`config.mk`:
```
export PLATFORM = sky130hd
export DESIGN_NAME = elevator_collective_controller_core_flat
export DESIGN_NICKNAME = d
export VERILOG_FILES = /design/src/ecc_pkg.sv /design/src/ecc_req_if.sv /design/src/ecc_res_if.sv /design/src/ecc_ctrl.sv /design/src/elevator_collective_controller_core.sv /design/src/flat_wrapper.sv
export VERILOG_INCLUDE_DIRS = /design/src /design/src/src
export SDC_FILE = /design/constraint.sdc
export NUM_CORES = 1
export LEC_CHECK = 0
export BUFFER_PORTS_ARGS = -buffer_cell sky130_fd_sc_hd__buf_2
export CORE_MARGIN = 1.5
export CORE_UTILIZATION = 45
export CTS_BUF_LIST = sky130_fd_sc_hd__clkbuf_4
export CTS_CLUSTER_DIAMETER = 60
export DETAILED_ROUTE_END_ITERATION = 10
export PLACE_DENSITY = 0.7
export SLEW_MARGIN = 0
export SYNTH_ARGS = -nofsm -noshare
export SYNTH_HDL_FRONTEND = slang
export SYNTH_SLANG_ARGS = --single-unit
```
`constraint.sdc`:
```
create_clock -name clk -period 5.7 [get_ports clk]
set_input_delay 0.57 -clock clk [delete_from_list [all_inputs] [get_ports clk]]
set_output_delay 0.57 -clock clk [all_outputs]
set_load 0.02 [all_outputs]
```
`src/elevator_collective_controller_core_assert.svh`:
```
`ifndef ELEVATOR_COLLECTIVE_CONTROLLER_CORE_ASSERT_SVH
`define ELEVATOR_COLLECTIVE_CONTROLLER_CORE_ASSERT_SVH

// Assertion helpers; the using module supplies clk and rst_n.

// Consequent holds in the same cycle as the antecedent.
`define ECC_ASSERT_SAME(label, ante, cons, msg) \
    label: assert property (@(posedge clk) disable iff (!rst_n) (ante) |-> (cons)) \
        else $error(msg);

// Consequent holds in the cycle after the antecedent.
`define ECC_ASSERT_NEXT(label, ante, cons, msg) \
    label: assert property (@(posedge clk) disable iff (!rst_n) (ante) |=> (cons)) \
        else $error(msg);

`endif

```
`src/ecc_pkg.sv`:
```
package ecc_pkg;

    // Request codes
    localparam logic [2:0] REQ_HALL_UP   = 3'd0;
    localparam logic [2:0] REQ_HALL_DOWN = 3'd1;
    localparam logic [2:0] REQ_CAR_DEST  = 3'd2;
    localparam logic [2:0] REQ_PULSE     = 3'd3;
    localparam logic [2:0] REQ_TICK      = 3'd4;

    // Configuration register indexes
    localparam logic [1:0] CFG_UP_WIDTH   = 2'd0;
    localparam logic [1:0] CFG_DOWN_WIDTH = 2'd1;
    localparam logic [1:0] CFG_DELAY      = 2'd2;

    localparam int unsigned CFG_DATA_W = 16;

    localparam logic [11:0] UP_WIDTH_RST   = 12'd2000;
    localparam logic [11:0] DOWN_WIDTH_RST = 12'd1000;
    localparam logic [15:0] DELAY_RST      = 16'd5000;
    localparam logic [15:0] DELAY_MAX      = 16'hFFFF;

    typedef struct packed {
        logic [2:0] req_type;
        logic [3:0] target_floor;
    } req_t;

    typedef struct packed {
        logic [11:0] motor_width;
        logic        car_moving;
        logic [3:0]  car_floor;
        logic        heading_down;
        logic        stopped_here;
    } res_t;

    typedef struct packed {
        logic [11:0] up_width;
        logic [11:0] down_width;
        logic [15:0] restart_delay;
    } cfg_t;

endpackage

```
`src/ecc_req_if.sv`:
```
interface ecc_req_if;
    logic       valid;
    logic       ready;
    logic [2:0] req_type;
    logic [3:0] target_floor;

    modport source (output valid, output req_type, output target_floor, input ready);
    modport sink   (input valid, input req_type, input target_floor, output ready);
endinterface

```
`src/ecc_res_if.sv`:
```
interface ecc_res_if;
    logic        valid;
    logic        ready;
    logic [11:0] motor_width;
    logic        car_moving;
    logic [3:0]  car_floor;
    logic        heading_down;
    logic        stopped_here;

    modport source (output valid, output motor_width, output car_moving, output car_floor,
                    output heading_down, output stopped_here, input ready);
    modport sink   (input valid, input motor_width, input car_moving, input car_floor,
                    input heading_down, input stopped_here, output ready);
endinterface

```
`src/ecc_ctrl.sv`:
```
`include "elevator_collective_controller_core_assert.svh"

module ecc_ctrl
    import ecc_pkg::*;
#(
    parameter int FLOORS = 8
)
(
    input  logic clk,
    input  logic rst_n,
    input  logic step,
    input  req_t item,
    input  cfg_t cfg,
    output res_t result
);

    localparam int FW = $clog2(FLOORS);
    localparam logic [FW-1:0] TOP = FW'(FLOORS - 1);
    localparam logic [FLOORS-1:0] ONE = {{(FLOORS-1){1'b0}}, 1'b1};

    logic [FW-1:0]     floor_reg, floor_next;
    logic              dir_reg, dir_next;
    logic              moving_reg, moving_next;
    logic [FLOORS-1:0] up_reg, up_next;
    logic [FLOORS-1:0] down_reg, down_next;
    logic [FLOORS-1:0] car_reg, car_next;
    logic              skip_reg, skip_next;
    logic              pend_reg, pend_next;
    logic [15:0]       delay_reg, delay_next;
    logic [11:0]       drive_reg, drive_next;
    logic              stopped;

    logic [5:0]        lvl_ext;
    logic [FW-1:0]     idx;
    logic [FLOORS-1:0] req_bit;
    logic [FLOORS-1:0] here_bit;
    logic [15:0]       delay_inc;
    logic [5:0]        floor_p1;

    function automatic logic work_ahead(input logic [FLOORS-1:0] any,
                                        input logic [FW-1:0] fl,
                                        input logic dn);
        logic [FLOORS-1:0] side;
        for (int i = 0; i < FLOORS; i++) begin
            side[i] = dn ? (FW'(i) < fl) : (FW'(i) > fl);
        end
        return |(any & side);
    endfunction

    assign lvl_ext = 6'(item.target_floor);
    assign idx     = FW'(lvl_ext - 6'd1);
    assign req_bit = ONE << idx;

    always_comb
    begin
        floor_next  = floor_reg;
        dir_next    = dir_reg;
        moving_next = moving_reg;
        up_next     = up_reg;
        down_next   = down_reg;
        car_next    = car_reg;
        skip_next   = skip_reg;
        pend_next   = pend_reg;
        delay_next  = delay_reg;
        drive_next  = drive_reg;
        stopped     = 1'b0;
        here_bit    = '0;
        delay_inc   = delay_reg;

        if (step)
        begin
            unique case (item.req_type)
                REQ_HALL_UP, REQ_HALL_DOWN, REQ_CAR_DEST:
                begin
                    if (lvl_ext >= 6'd1 && lvl_ext <= 6'(FLOORS))
                    begin
                        // idle car sets off toward the new call
                        if (!moving_reg && idx != floor_reg)
                        begin
                            dir_next    = (idx < floor_reg);
                            pend_next   = 1'b0;
                            moving_next = 1'b1;
                            drive_next  = dir_next ? cfg.down_width : cfg.up_width;
                        end
                        if (item.req_type == REQ_HALL_UP)
                        begin
                            if (idx != floor_reg)
                                up_next = up_reg | req_bit;
                        end
                        else if (item.req_type == REQ_HALL_DOWN)
                        begin
                            if (idx != floor_reg)
                                down_next = down_reg | req_bit;
                        end
                        else if (dir_next ? (idx < floor_reg) : (idx > floor_reg))
                        begin
                            car_next = car_reg | req_bit;
                        end
                    end
                end
                REQ_PULSE:
                begin
                    if (moving_reg)
                    begin
                        if (skip_reg)
                        begin
                            skip_next = 1'b0;
                        end
                        else
                        begin
                            if (dir_reg)
                            begin
                                if (floor_reg != '0)
                                    floor_next = floor_reg - FW'(1);
                            end
                            else if (floor_reg != TOP)
                            begin
                                floor_next = floor_reg + FW'(1);
                            end
                            if (floor_next == TOP)
                                dir_next = 1'b1;
                            else if (floor_next == '0)
                                dir_next = 1'b0;
                            here_bit = ONE << floor_next;

                            if ((car_reg & here_bit) != '0 ||
                                ((dir_next ? down_reg : up_reg) & here_bit) != '0)
                            begin
                                // stop for a destination or a call our way
                                if (dir_next)
                                    down_next = down_reg & ~here_bit;
                                else
                                    up_next = up_reg & ~here_bit;
                                car_next    = car_reg & ~here_bit;
                                moving_next = 1'b0;
                                drive_next  = '0;
                                skip_next   = 1'b1;
                                delay_next  = '0;
                                pend_next   = work_ahead(up_next | down_next | car_next,
                                                         floor_next, dir_next);
                                stopped     = 1'b1;
                            end
                            else if (((dir_next ? up_reg : down_reg) & here_bit) != '0 &&
                                     !work_ahead(up_reg | down_reg | car_reg,
                                                 floor_next, dir_next))
                            begin
                                // nothing ahead: take the opposite call and turn round
                                if (dir_next)
                                    up_next = up_reg & ~here_bit;
                                else
                                    down_next = down_reg & ~here_bit;
                                car_next    = car_reg & ~here_bit;
                                moving_next = 1'b0;
                                drive_next  = '0;
                                skip_next   = 1'b1;
                                dir_next    = ~dir_next;
                                pend_next   = 1'b0;
                                delay_next  = '0;
                                stopped     = 1'b1;
                            end
                        end
                    end
                end
                REQ_TICK:
                begin
                    if (!moving_reg && pend_reg)
                    begin
                        if (delay_reg != DELAY_MAX)
                            delay_inc = delay_reg + 16'd1;
                        delay_next = delay_inc;
                        if (delay_inc >= cfg.restart_delay)
                        begin
                            pend_next   = 1'b0;
                            delay_next  = '0;
                            moving_next = 1'b1;
                            drive_next  = dir_reg ? cfg.down_width : cfg.up_width;
                        end
                    end
                end
                default:
                begin
                end
            endcase
        end
    end

    always_ff @(posedge clk or negedge rst_n)
    begin
        if (!rst_n)
        begin
            floor_reg  <= '0;
            dir_reg    <= 1'b0;
            moving_reg <= 1'b0;
            up_reg     <= '0;
            down_reg   <= '0;
            car_reg    <= '0;
            skip_reg   <= 1'b1;
            pend_reg   <= 1'b0;
            delay_reg  <= '0;
            drive_reg  <= '0;
        end
        else
        begin
            floor_reg  <= floor_next;
            dir_reg    <= dir_next;
            moving_reg <= moving_next;
            up_reg     <= up_next;
            down_reg   <= down_next;
            car_reg    <= car_next;
            skip_reg   <= skip_next;
            pend_reg   <= pend_next;
            delay_reg  <= delay_next;
            drive_reg  <= drive_next;
        end
    end

    assign floor_p1 = 6'(floor_next) + 6'd1;

    always_comb
    begin
        result.motor_width  = drive_next;
        result.car_moving   = moving_next;
        result.car_floor    = floor_p1[3:0];
        result.heading_down = dir_next;
        result.stopped_here = stopped;
    end

    `ECC_ASSERT_SAME(a_idle_no_drive, !moving_reg, drive_reg == '0,
                     "drive width non-zero while the car is stopped")
    `ECC_ASSERT_NEXT(a_stop_halts, stopped, !moving_reg && skip_reg,
                     "stop did not halt the car")
    `ECC_ASSERT_NEXT(a_idle_floor_holds, !moving_reg, $stable(floor_reg),
                     "floor changed while stopped")
    `ECC_ASSERT_SAME(a_floor_range, 1'b1, floor_reg <= TOP,
                     "floor index beyond top floor")

endmodule

```
`src/elevator_collective_controller_core.sv`:
```
// Directional collective elevator controller. Each request transaction is one event
// (hall up call, hall down call, car destination, floor-sensor pulse or 1 ms tick)
// and produces exactly one result transaction showing the car state after it:
// motor pulse width, moving flag, floor (1-based), heading and whether this event
// stopped the car. One transaction is taken every clock cycle unless an untaken result
// stalls the pipe; each passes through the request register, a single pass of the step
// logic and the result register. The result register lets a new request enter while an
// untaken result waits. Configuration (drive widths, restart delay) is written
// through cfg_we/cfg_index/cfg_wdata and must only change while no transaction is
// in flight. No clearing pass after reset: the block is ready at once.
module elevator_collective_controller_core
    import ecc_pkg::*;
#(
    parameter int FLOORS = 8
)
(
    input  logic                  clk,
    input  logic                  rst_n,
    ecc_req_if.sink               req,
    ecc_res_if.source             res,
    input  logic                  cfg_we,
    input  logic [1:0]            cfg_index,
    input  logic [CFG_DATA_W-1:0] cfg_wdata
);

    // Configuration registers
    cfg_t cfg_reg;

    always_ff @(posedge clk or negedge rst_n)
    begin
        if (!rst_n)
        begin
            cfg_reg.up_width      <= UP_WIDTH_RST;
            cfg_reg.down_width    <= DOWN_WIDTH_RST;
            cfg_reg.restart_delay <= DELAY_RST;
        end
        else if (cfg_we)
        begin
            unique case (cfg_index)
                CFG_UP_WIDTH:   cfg_reg.up_width      <= cfg_wdata[11:0];
                CFG_DOWN_WIDTH: cfg_reg.down_width    <= cfg_wdata[11:0];
                CFG_DELAY:      cfg_reg.restart_delay <= cfg_wdata;
                default:
                begin
                end
            endcase
        end
    end

    // Request register: holds one transaction ahead of the step logic
    logic s1_vld_reg;
    req_t s1_item_reg;
    logic out_vld_reg;
    res_t out_reg;
    res_t step_res;
    logic advance;

    // The step fires when a request is held and the result slot is free or draining
    assign advance   = s1_vld_reg && (!out_vld_reg || res.ready);
    assign req.ready = !s1_vld_reg || advance;

    always_ff @(posedge clk or negedge rst_n)
    begin
        if (!rst_n)
        begin
            s1_vld_reg <= 1'b0;
        end
        else if (req.ready)
        begin
            s1_vld_reg <= req.valid;
        end
    end

    always_ff @(posedge clk)
    begin
        if (req.ready && req.valid)
        begin
            s1_item_reg.req_type     <= req.req_type;
            s1_item_reg.target_floor <= req.target_floor;
        end
    end

    ecc_ctrl #(
        .FLOORS (FLOORS)
    ) u_ctrl (
        .clk    (clk),
        .rst_n  (rst_n),
        .step   (advance),
        .item   (s1_item_reg),
        .cfg    (cfg_reg),
        .result (step_res)
    );

    // Result register
    always_ff @(posedge clk or negedge rst_n)
    begin
        if (!rst_n)
        begin
            out_vld_reg <= 1'b0;
        end
        else if (advance)
        begin
            out_vld_reg <= 1'b1;
        end
        else if (res.ready)
        begin
            out_vld_reg <= 1'b0;
        end
    end

    always_ff @(posedge clk)
    begin
        if (advance)
        begin
            out_reg <= step_res;
        end
    end

    assign res.valid        = out_vld_reg;
    assign res.motor_width  = out_reg.motor_width;
    assign res.car_moving   = out_reg.car_moving;
    assign res.car_floor    = out_reg.car_floor;
    assign res.heading_down = out_reg.heading_down;
    assign res.stopped_here = out_reg.stopped_here;

endmodule
```
`src/flat_wrapper.sv`:
```
// flat-port wrapper written by rule: the top's interface ports become plain ports
module elevator_collective_controller_core_flat import ecc_pkg::*;
#(
    parameter int FLOORS = 8
)
  (clk, rst_n, cfg_we, cfg_index, cfg_wdata, req_valid, req_req_type, req_target_floor, req_ready, res_valid, res_motor_width, res_car_moving, res_car_floor, res_heading_down, res_stopped_here, res_ready);
  ecc_req_if req_i ();
  ecc_res_if res_i ();
  input  logic clk;
  input  logic rst_n;
  input  logic cfg_we;
  input  logic [1:0] cfg_index;
  input  logic [CFG_DATA_W-1:0] cfg_wdata;
  input wire logic [$bits(req_i.valid)-1:0] req_valid;
  input wire logic [$bits(req_i.req_type)-1:0] req_req_type;
  input wire logic [$bits(req_i.target_floor)-1:0] req_target_floor;
  output wire logic [$bits(req_i.ready)-1:0] req_ready;
  output wire logic [$bits(res_i.valid)-1:0] res_valid;
  output wire logic [$bits(res_i.motor_width)-1:0] res_motor_width;
  output wire logic [$bits(res_i.car_moving)-1:0] res_car_moving;
  output wire logic [$bits(res_i.car_floor)-1:0] res_car_floor;
  output wire logic [$bits(res_i.heading_down)-1:0] res_heading_down;
  output wire logic [$bits(res_i.stopped_here)-1:0] res_stopped_here;
  input wire logic [$bits(res_i.ready)-1:0] res_ready;
  assign req_i.valid = req_valid;
  assign req_i.req_type = req_req_type;
  assign req_i.target_floor = req_target_floor;
  assign req_ready = req_i.ready;
  assign res_valid = res_i.valid;
  assign res_motor_width = res_i.motor_width;
  assign res_car_moving = res_i.car_moving;
  assign res_car_floor = res_i.car_floor;
  assign res_heading_down = res_i.heading_down;
  assign res_stopped_here = res_i.stopped_here;
  assign res_i.ready = res_ready;
  elevator_collective_controller_core #(.FLOORS(FLOORS)) u_core (.clk(clk), .rst_n(rst_n), .req(req_i), .res(res_i), .cfg_we(cfg_we), .cfg_index(cfg_index), .cfg_wdata(cfg_wdata));
endmodule
```
==> results of run 1 <==
[placed cells by master (no fill, tap or decap), types with 12 or more instances in the layout]
| cell | instances |
|---|---|
| sky130_fd_sc_hd__nand2_1 | 77 |
| sky130_fd_sc_hd__nor3_1 | 24 |
| sky130_fd_sc_hd__buf_2 | 49 |
| sky130_fd_sc_hd__dfrtp_1 | 82 |
| sky130_fd_sc_hd__buf_4 | 12 |
| sky130_fd_sc_hd__inv_1 | 30 |
| sky130_fd_sc_hd__nand3_1 | 21 |
| sky130_fd_sc_hd__ha_1 | 29 |
| sky130_fd_sc_hd__nor2_1 | 67 |
| sky130_fd_sc_hd__a22oi_1 | 12 |
| sky130_fd_sc_hd__o21ai_0 | 28 |
| sky130_fd_sc_hd__mux2i_1 | 31 |
| sky130_fd_sc_hd__clkbuf_4 | 23 |
| sky130_fd_sc_hd__mux2_2 | 47 |
| sky130_fd_sc_hd__edfxtp_1 | 26 |
| sky130_fd_sc_hd__a21oi_1 | 58 |
| sky130_fd_sc_hd__dfstp_2 | 18 |
| sky130_fd_sc_hd__o31ai_1 | 12 |
[routing by layer]
layer,track usage,vias up,wire (µm)
li1,-,2936,-
met1,0.287,3025,8270
met2,0.365,221,9410
met3,0.0479,21,1040
met4,0.0646,0,195
met5,0,-,0
[power groups by stage]
stage	Clock, mW	Combinational [mW]	Sequential (mW)
CTS	0.665	1.87	1.35
finish	0.656	1.90	1.36
detailed placement	0	1.86	1.37
global route	0.701	2.06	1.38
floorplan	0	1.51	1.30
global placement	0	1.85	1.37
[critical path, delay by kind of cell (launching register included)]
family,cells,cell delay (ns)
DFF,1,0.78
buffers and inverters,2,0.71
and+or+nand+nor,1,0.69
AOI/OAI and AO/OA,7,2.02
[path summary, 6_finish.rpt]
path / endpoint / slack (ns)
setup / recovery: u_core.res.motor_width[10] / 1.21
hold / removal: u_core.s1_item_reg[6] / 0.20
max in group asynchronous: u_core.u_ctrl.delay_reg[15] / 3.98
hold reg to reg: u_core.res.valid / 0.50
setup reg to reg: u_core.res.motor_width[10] / 1.21
min in group asynchronous: u_core.u_ctrl.drive_reg[7] / 0.44
[stage by stage]
stage           util  setup WS [ns]  hold WS (ns)  instances  instance area (µm²)
2_1_floorplan      -           1.44         0.274        776                 7660
4_1_cts        0.506           1.26         0.169       1049                 8390
3_3_place_gp   0.488           1.31         0.465       1016                 8090
3_5_place_dp   0.488           1.28         0.488       1016                 8090
6_report       0.506           1.21         0.196       1049                 8390
5_1_grt        0.506          0.932         0.151       1049                 8390
[final cells by class]
type / count / area, µm² / area share
timing repair buffer: 62 / 345 / 0.0412
tap: 220 / 275 / 0.0328
sequential: 127 / 3330 / 0.397
multi-input combinational: 577 / 4030 / 0.480
clock inverter: 9 / 120 / 0.0143
inverter: 31 / 116 / 0.0139
clock buffer: 23 / 173 / 0.0206
[logic make-up after synthesis]
family / after synthesis / synth area share
and+or+nand+nor: 253 / 0.159
AOI/OAI and AO/OA: 202 / 0.191
DFF: 127 / 0.435
muxes: 78 / 0.110
buffers and inverters: 72 / 0.0412
adders and majority gates: 29 / 0.0474
xor gates and xnor gates: 15 / 0.0172
==> flow_summary.json, run 1 <==
{
  "postRouteAntennaNets": 0,
  "cap_viol_max_count": 0,
  "power.combinational.fraction": 0.485,
  "r2r_start": "u_core.u_ctrl.dir_reg",
  "ys_types": 72,
  "grt_antenna_before_repair": 0,
  "grt_use_total": 0.219,
  "post_synth.cell_area_avg_um2": 9.87,
  "num-fill-cells": 1564,
  "synth.top_cells.by_count": "sky130_fd_sc_hd__dfrtp_1, sky130_fd_sc_hd__nand2_1, sky130_fd_sc_hd__nor2_1, sky130_fd_sc_hd__a21oi_1, sky130_fd_sc_hd__mux2_2",
  "number_of_h_tree_levels": 4,
  "syn_to_final_growth_pct": 9.61,
  "min_period_over_period": 0.787,
  "power.static_leakage_nw": 3.51,
  "grt_overflow_total": 0,
  "sequentialPowerShare": 0.347,
  "finalMaxSlewViolations": 0,
  "design_power_total_mw": 3.91,
  "critPathKind": "reg -> reg",
  "final_layout_size_suffix_gt1_frac": 0.233,
  "crit_end_element": "flop",
  "io_pins": 51,
  "synth.most_common_cell": "sky130_fd_sc_hd__dfrtp_1",
  "hold_start": "req_req_type[2]",
  "clock-root-buffer": "sky130_fd_sc_hd__clkbuf_4",
  "critPathLaunchType": "flop",
  "synthFlopType": "sky130_fd_sc_hd__dfrtp_1",
  "cpMaxStageDelayCell": "sky130_fd_sc_hd__dfrtp_2",
  "grt_setup_unrepaired": "no",
  "cts.clk_slew.worst_paths_ns": 0.11,
  "initial_utilization": 0.462,
  "synth_enable_flop_cells": 26,
  "grt_max_degree": 80,
  "setup_viol": 0,
  "floorplan.core_area_um2": 16600,
  "mappedNetlistNets": 835,
  "wire_per_inst_um": 18.0,
  "post-dp-hpwl_um": 13400,
  "worst_stage_delay_on_the_critical_path_ns": 0.78,
  "synth_top_cell_by_area": "sky130_fd_sc_hd__dfrtp_1",
  "power_report.internal_total_mw": 2.18,
  "tritoncts": "yes",
  "detail_route.iter0.violations": 419,
  "drc": 0,
  "antenna_cells_inserted": 0,
  "hold_path.class": "in -> reg",
  "report.final.hold_viol_count": 0,
  "synth_async_sr_flop_share": 0.795,
  "setup-tns-final_ns": 0,
  "ratio_of_total_power_to_cell_area_nw_per_um2": 466,
  "die_height_um": 133,
  "status": "finished clean",
  "placement.io_buffers": 50,
  "post_synthesis_cell_count": 776,
  "tritoncts_num_sinks": 127,
  "cts.repair_timing.setup_buffer_count": 0,
  "global_route_wire_length_before_repair_um": 30700,
  "number_of_global_route_vias_before_repair": 6089,
  "dieWidth_um": 133,
  "fraction_of_power_spent_switching_nets": 0.444,
  "synth.ff_latch_count": 127,
  "ff2ff_path_depth": 10,
  "clk_path_buf_depth": 2,
  "worstMarginPinSlew_ns": 1.08,
  "fin_crit_ns": 4.49,
  "layout.nets": 875,
  "cts_repair_resize_count": 0,
  "ctsHoldBuffers": 1,
  "vias": 6203,
  "vias_per_cell": 5.91,
  "rows": 47,
  "flip_flop_count_of_the_largest_register_after_layout": 40,
  "skew_ns": 0.0211,
  "finalWeightedCongestion": 0.958,
  "timing.critical_path.arrival_ns": 4.76,
  "synth.top_cell.area_share": 0.271,
  "clk-insertion-delay-late_ns": 0.55,
  "fmax_mhz": 223,
  "timing.critical_path.cells": "buf_4, a21oi_2, o31ai_2, buf_4, o21ai_1, a21o_1, a311oi_4, a21boi_2, nor3_4, o22ai_1",
  "synth.area.top_cells": "sky130_fd_sc_hd__dfrtp_1, sky130_fd_sc_hd__edfxtp_1, sky130_fd_sc_hd__mux2_2",
  "syn-cell-area_um2": 7660,
  "synth-warning-count": 0,
  "p_sw_mw": 1.74,
  "slew-limit-headroom": 0.278,
  "routed_wirelength_um": 18900,
  "clock_share_of_power": 0.168,
  "irDropWorstVdd_v": 0.000394,
  "worst_setup_path_startpoint": "u_core.u_ctrl.dir_reg",
  "whs_path_depth": 1,
  "dieArea_um2": 17800,
  "drt_pass1_iterations": 5,
  "cts_buffers": 17,
  "worst-path-max-fanout": 25,
  "cp_common_cell": "sky130_fd_sc_hd__buf_4",
  "worstPathRequired_ns": 5.97,
  "yosysSeqAreaShare": 0.435
}
Power figures use the tool's default switching activity.
==> run 2, diff against run 1 <==
--- a/config.mk
+++ b/config.mk
@@ -12,7 +12,7 @@
 export CTS_BUF_LIST = sky130_fd_sc_hd__clkbuf_4
 export CTS_CLUSTER_DIAMETER = 60
 export DETAILED_ROUTE_END_ITERATION = 10
-export PLACE_DENSITY = 0.7
+export PLACE_DENSITY = 0.73
 export SLEW_MARGIN = 0
 export SYNTH_ARGS = -nofsm -noshare
 export SYNTH_HDL_FRONTEND = slang
==> constraint.sdc (replaced) <==
create_clock -name clk -period 4 [get_ports clk]
set_input_delay 0.4 -clock clk [delete_from_list [all_inputs] [get_ports clk]]
set_output_delay 0.4 -clock clk [all_outputs]
set_load 0.02 [all_outputs]
==> flow_summary.json, run 2 (synthesis gave the netlist of run 1 again) <==
{
  "status": "finished, violations left",
  "violated_checks": "hold timing, setup timing",
  "initial_utilization": 0.462,
  "grt_overflow_total": 0,
  "dieWidth_um": 133,
  "skew_ns": 0.0243,
  "clock-root-buffer": "sky130_fd_sc_hd__clkbuf_4",
  "report.final.hold_viol_count": 3,
  "tritoncts_num_sinks": 127,
  "mostFrequentLayoutCell": "sky130_fd_sc_hd__dfrtp_1",
  "finalMaxSlewViolations": 0,
  "power.static_leakage_nw": 3.75,
  "placement.cell_area_um2": 8260,
  "flip_flop_count_of_the_largest_register_after_layout": 40,
  "grt_setup_unrepaired": "yes",
  "tritoncts": "yes",
  "finalWeightedCongestion": 0.949,
  "critPathLaunchType": "flop",
  "io_pins": 51,
  "routed_wirelength_um": 19600,
  "cts_buffers": 17,
  "floorplan.core_area_um2": 16600,
  "detail_route.iter0.violations": 618,
  "post-route-cell-area_um2": 8900,
  "final_util": 0.537,
  "critPathKind": "reg -> reg",
  "met2WireLength_um": 9710,
  "global_route_wire_length_before_repair_um": 31200,
  "length_of_routed_met3_wiring_um": 1090,
  "setup_viol": 6,
  "most-common-layout-cells": "sky130_fd_sc_hd__dfrtp_1, sky130_fd_sc_hd__nand2_1, sky130_fd_sc_hd__nor2_1, sky130_fd_sc_hd__a21oi_1, sky130_fd_sc_hd__buf_2",
  "dieArea_um2": 17800,
  "die_height_um": 133,
  "drt_pass1_iterations": 6,
  "vias": 6429,
  "irDropWorstVdd_v": 0.000708,
  "antenna_cells_inserted": 0,
  "routed.top_layer": "met4",
  "slew-limit-headroom": 0.263,
  "setup-tns-final_ns": -0.0939,
  "drc": 0,
  "timing.critical_path.arrival_ns": 4.32,
  "post-dp-hpwl_um": 13400,
  "number_of_global_route_vias_before_repair": 6143,
  "grt_antenna_before_repair": 0,
  "instances_no_fill": 1087,
  "min_period_over_period": 1.01,
  "numPlacedInstances": 1036,
  "cts.clk_slew.worst_paths_ns": 0.11,
  "clk-insertion-delay-late_ns": 0.56,
  "wire_per_inst_um": 18.0,
  "clk_path_buf_depth": 2,
  "final_critical_path_setup_slack_ns": -0.0338,
  "cap_viol_max_count": 0,
  "number_of_h_tree_levels": 4,
  "postRouteAntennaNets": 0,
  "fin_crit_ns": 4.03,
  "hold_ws_ns": -0.0242,
  "grt_max_degree": 77,
  "rows": 47,
  "layout.nets": 913,
  "fmax_mhz": 248,
  "worstMarginPinSlew_ns": 1.10,
  "worstPathRequired_ns": 4.29,
  "crit_end_element": "flop",
  "num-fill-cells": 1461,
  "r2r_setup_slack_ns": -0.03,
  "final_layout_size_suffix_gt1_frac": 0.290,
  "worst-path-max-fanout": 7,
  "grt_use_total": 0.220,
  "syn_to_final_growth_pct": 16.2,
  "placement.io_buffers": 50,
  "ratio_of_total_power_to_cell_area_nw_per_um2": 658,
  "vias_per_cell": 5.91,
  "m1WireLength_um": 8450,
  "hold_path.class": "in -> async"
}
-- run 2: changes by cell type in the layout (fill, tap and decap cells not counted), sizes merged --
cell	change
clkinvlp	-1
clkinv	+1
bufinv	-1
clkbuf	+3
buf	+30
dlygate4sd3	+6
-- run 2: timing repair --
item | in CTS | in global routing
hold buffers | 7 | 0
endpoints found under the setup margin | 1 | 41
gates resized for setup | 0 | 43
pin swaps | 1 | 5
hold endpoints to repair | 7 | 0
buffers inserted | 0 | 9
cloned | 0 | 3
-- run 2: area by class of cell --
class                   instances  area, µm²  share of cell area
repair buffers                100        728              0.0818
clock buffers                  24        180              0.0203
flip-flops and latches        127       3330               0.375
multi-input cells             577       4170               0.469
clock inverters                 8       91.3              0.0103
well taps                     220        275              0.0309
inverters                      31        116              0.0131
-- run 2: stage by stage --
step | setup WS, ns | total power, mW
floorplan | 0.0734 | 4.01
global placement | 0.126 | 4.82
detailed placement | 0.0211 | 4.87
CTS | 0.00147 | 5.75
global route | -0.222 | 6.17
finish | -0.0338 | 5.86
-- run 2: power breakdown --
| part | leakage [nW] | switching [mW] | total, mW | internal, mW |
|---|---|---|---|---|
| sequential | 1.50 | 0.267 | 1.90 | 1.64 |
| clock | 0.158 | 0.457 | 0.870 | 0.413 |
| combinational | 2.09 | 1.86 | 3.08 | 1.22 |
| total | 3.75 | 2.59 | 5.86 | 3.27 |
-- run 2: final timing paths --
check                                      startpoint                    endpoint  depth (start not counted)
hold / removal                                  rst_n  u_core.u_ctrl.drive_reg[6]                          1
max in group asynchronous                       rst_n           u_core.cfg_reg[8]                          2
setup / recovery           u_core.u_ctrl.delay_reg[3]   u_core.res.motor_width[5]                         19
setup reg to reg           u_core.u_ctrl.delay_reg[3]   u_core.res.motor_width[5]                         19
min in group clk                            req_valid           u_core.s1_vld_reg                          2
hold reg to reg                     u_core.s1_vld_reg            u_core.res.valid                          1
-- run 2: layer usage --
metal	vias up	global-route usage
met3	38	0.0464
met5	-	0
met1	3130	0.290
li1	3022	-
met2	239	0.366
met4	0	0.0640
-- run 2: critical path, cell delays in order (launching register included) --
cell and delay, ns:
sky130_fd_sc_hd__dfrtp_1 0.43, sky130_fd_sc_hd__and4_4 0.25, sky130_fd_sc_hd__and4_4 0.23, sky130_fd_sc_hd__nand4_1 0.13
sky130_fd_sc_hd__buf_4 0.17, sky130_fd_sc_hd__nor3_4 0.22, sky130_fd_sc_hd__or2_4 0.21, sky130_fd_sc_hd__buf_6 0.11
sky130_fd_sc_hd__nor2_4 0.03, sky130_fd_sc_hd__xor2_2 0.15, sky130_fd_sc_hd__ha_1 0.30, sky130_fd_sc_hd__o2111ai_1 0.11
sky130_fd_sc_hd__o21ai_1 0.15, sky130_fd_sc_hd__o211ai_1 0.26, sky130_fd_sc_hd__a211oi_4 0.33, sky130_fd_sc_hd__buf_6 0.16
sky130_fd_sc_hd__buf_12 0.13, sky130_fd_sc_hd__a21oi_1 0.07, sky130_fd_sc_hd__a22oi_1 0.21, sky130_fd_sc_hd__o22ai_2 0.11
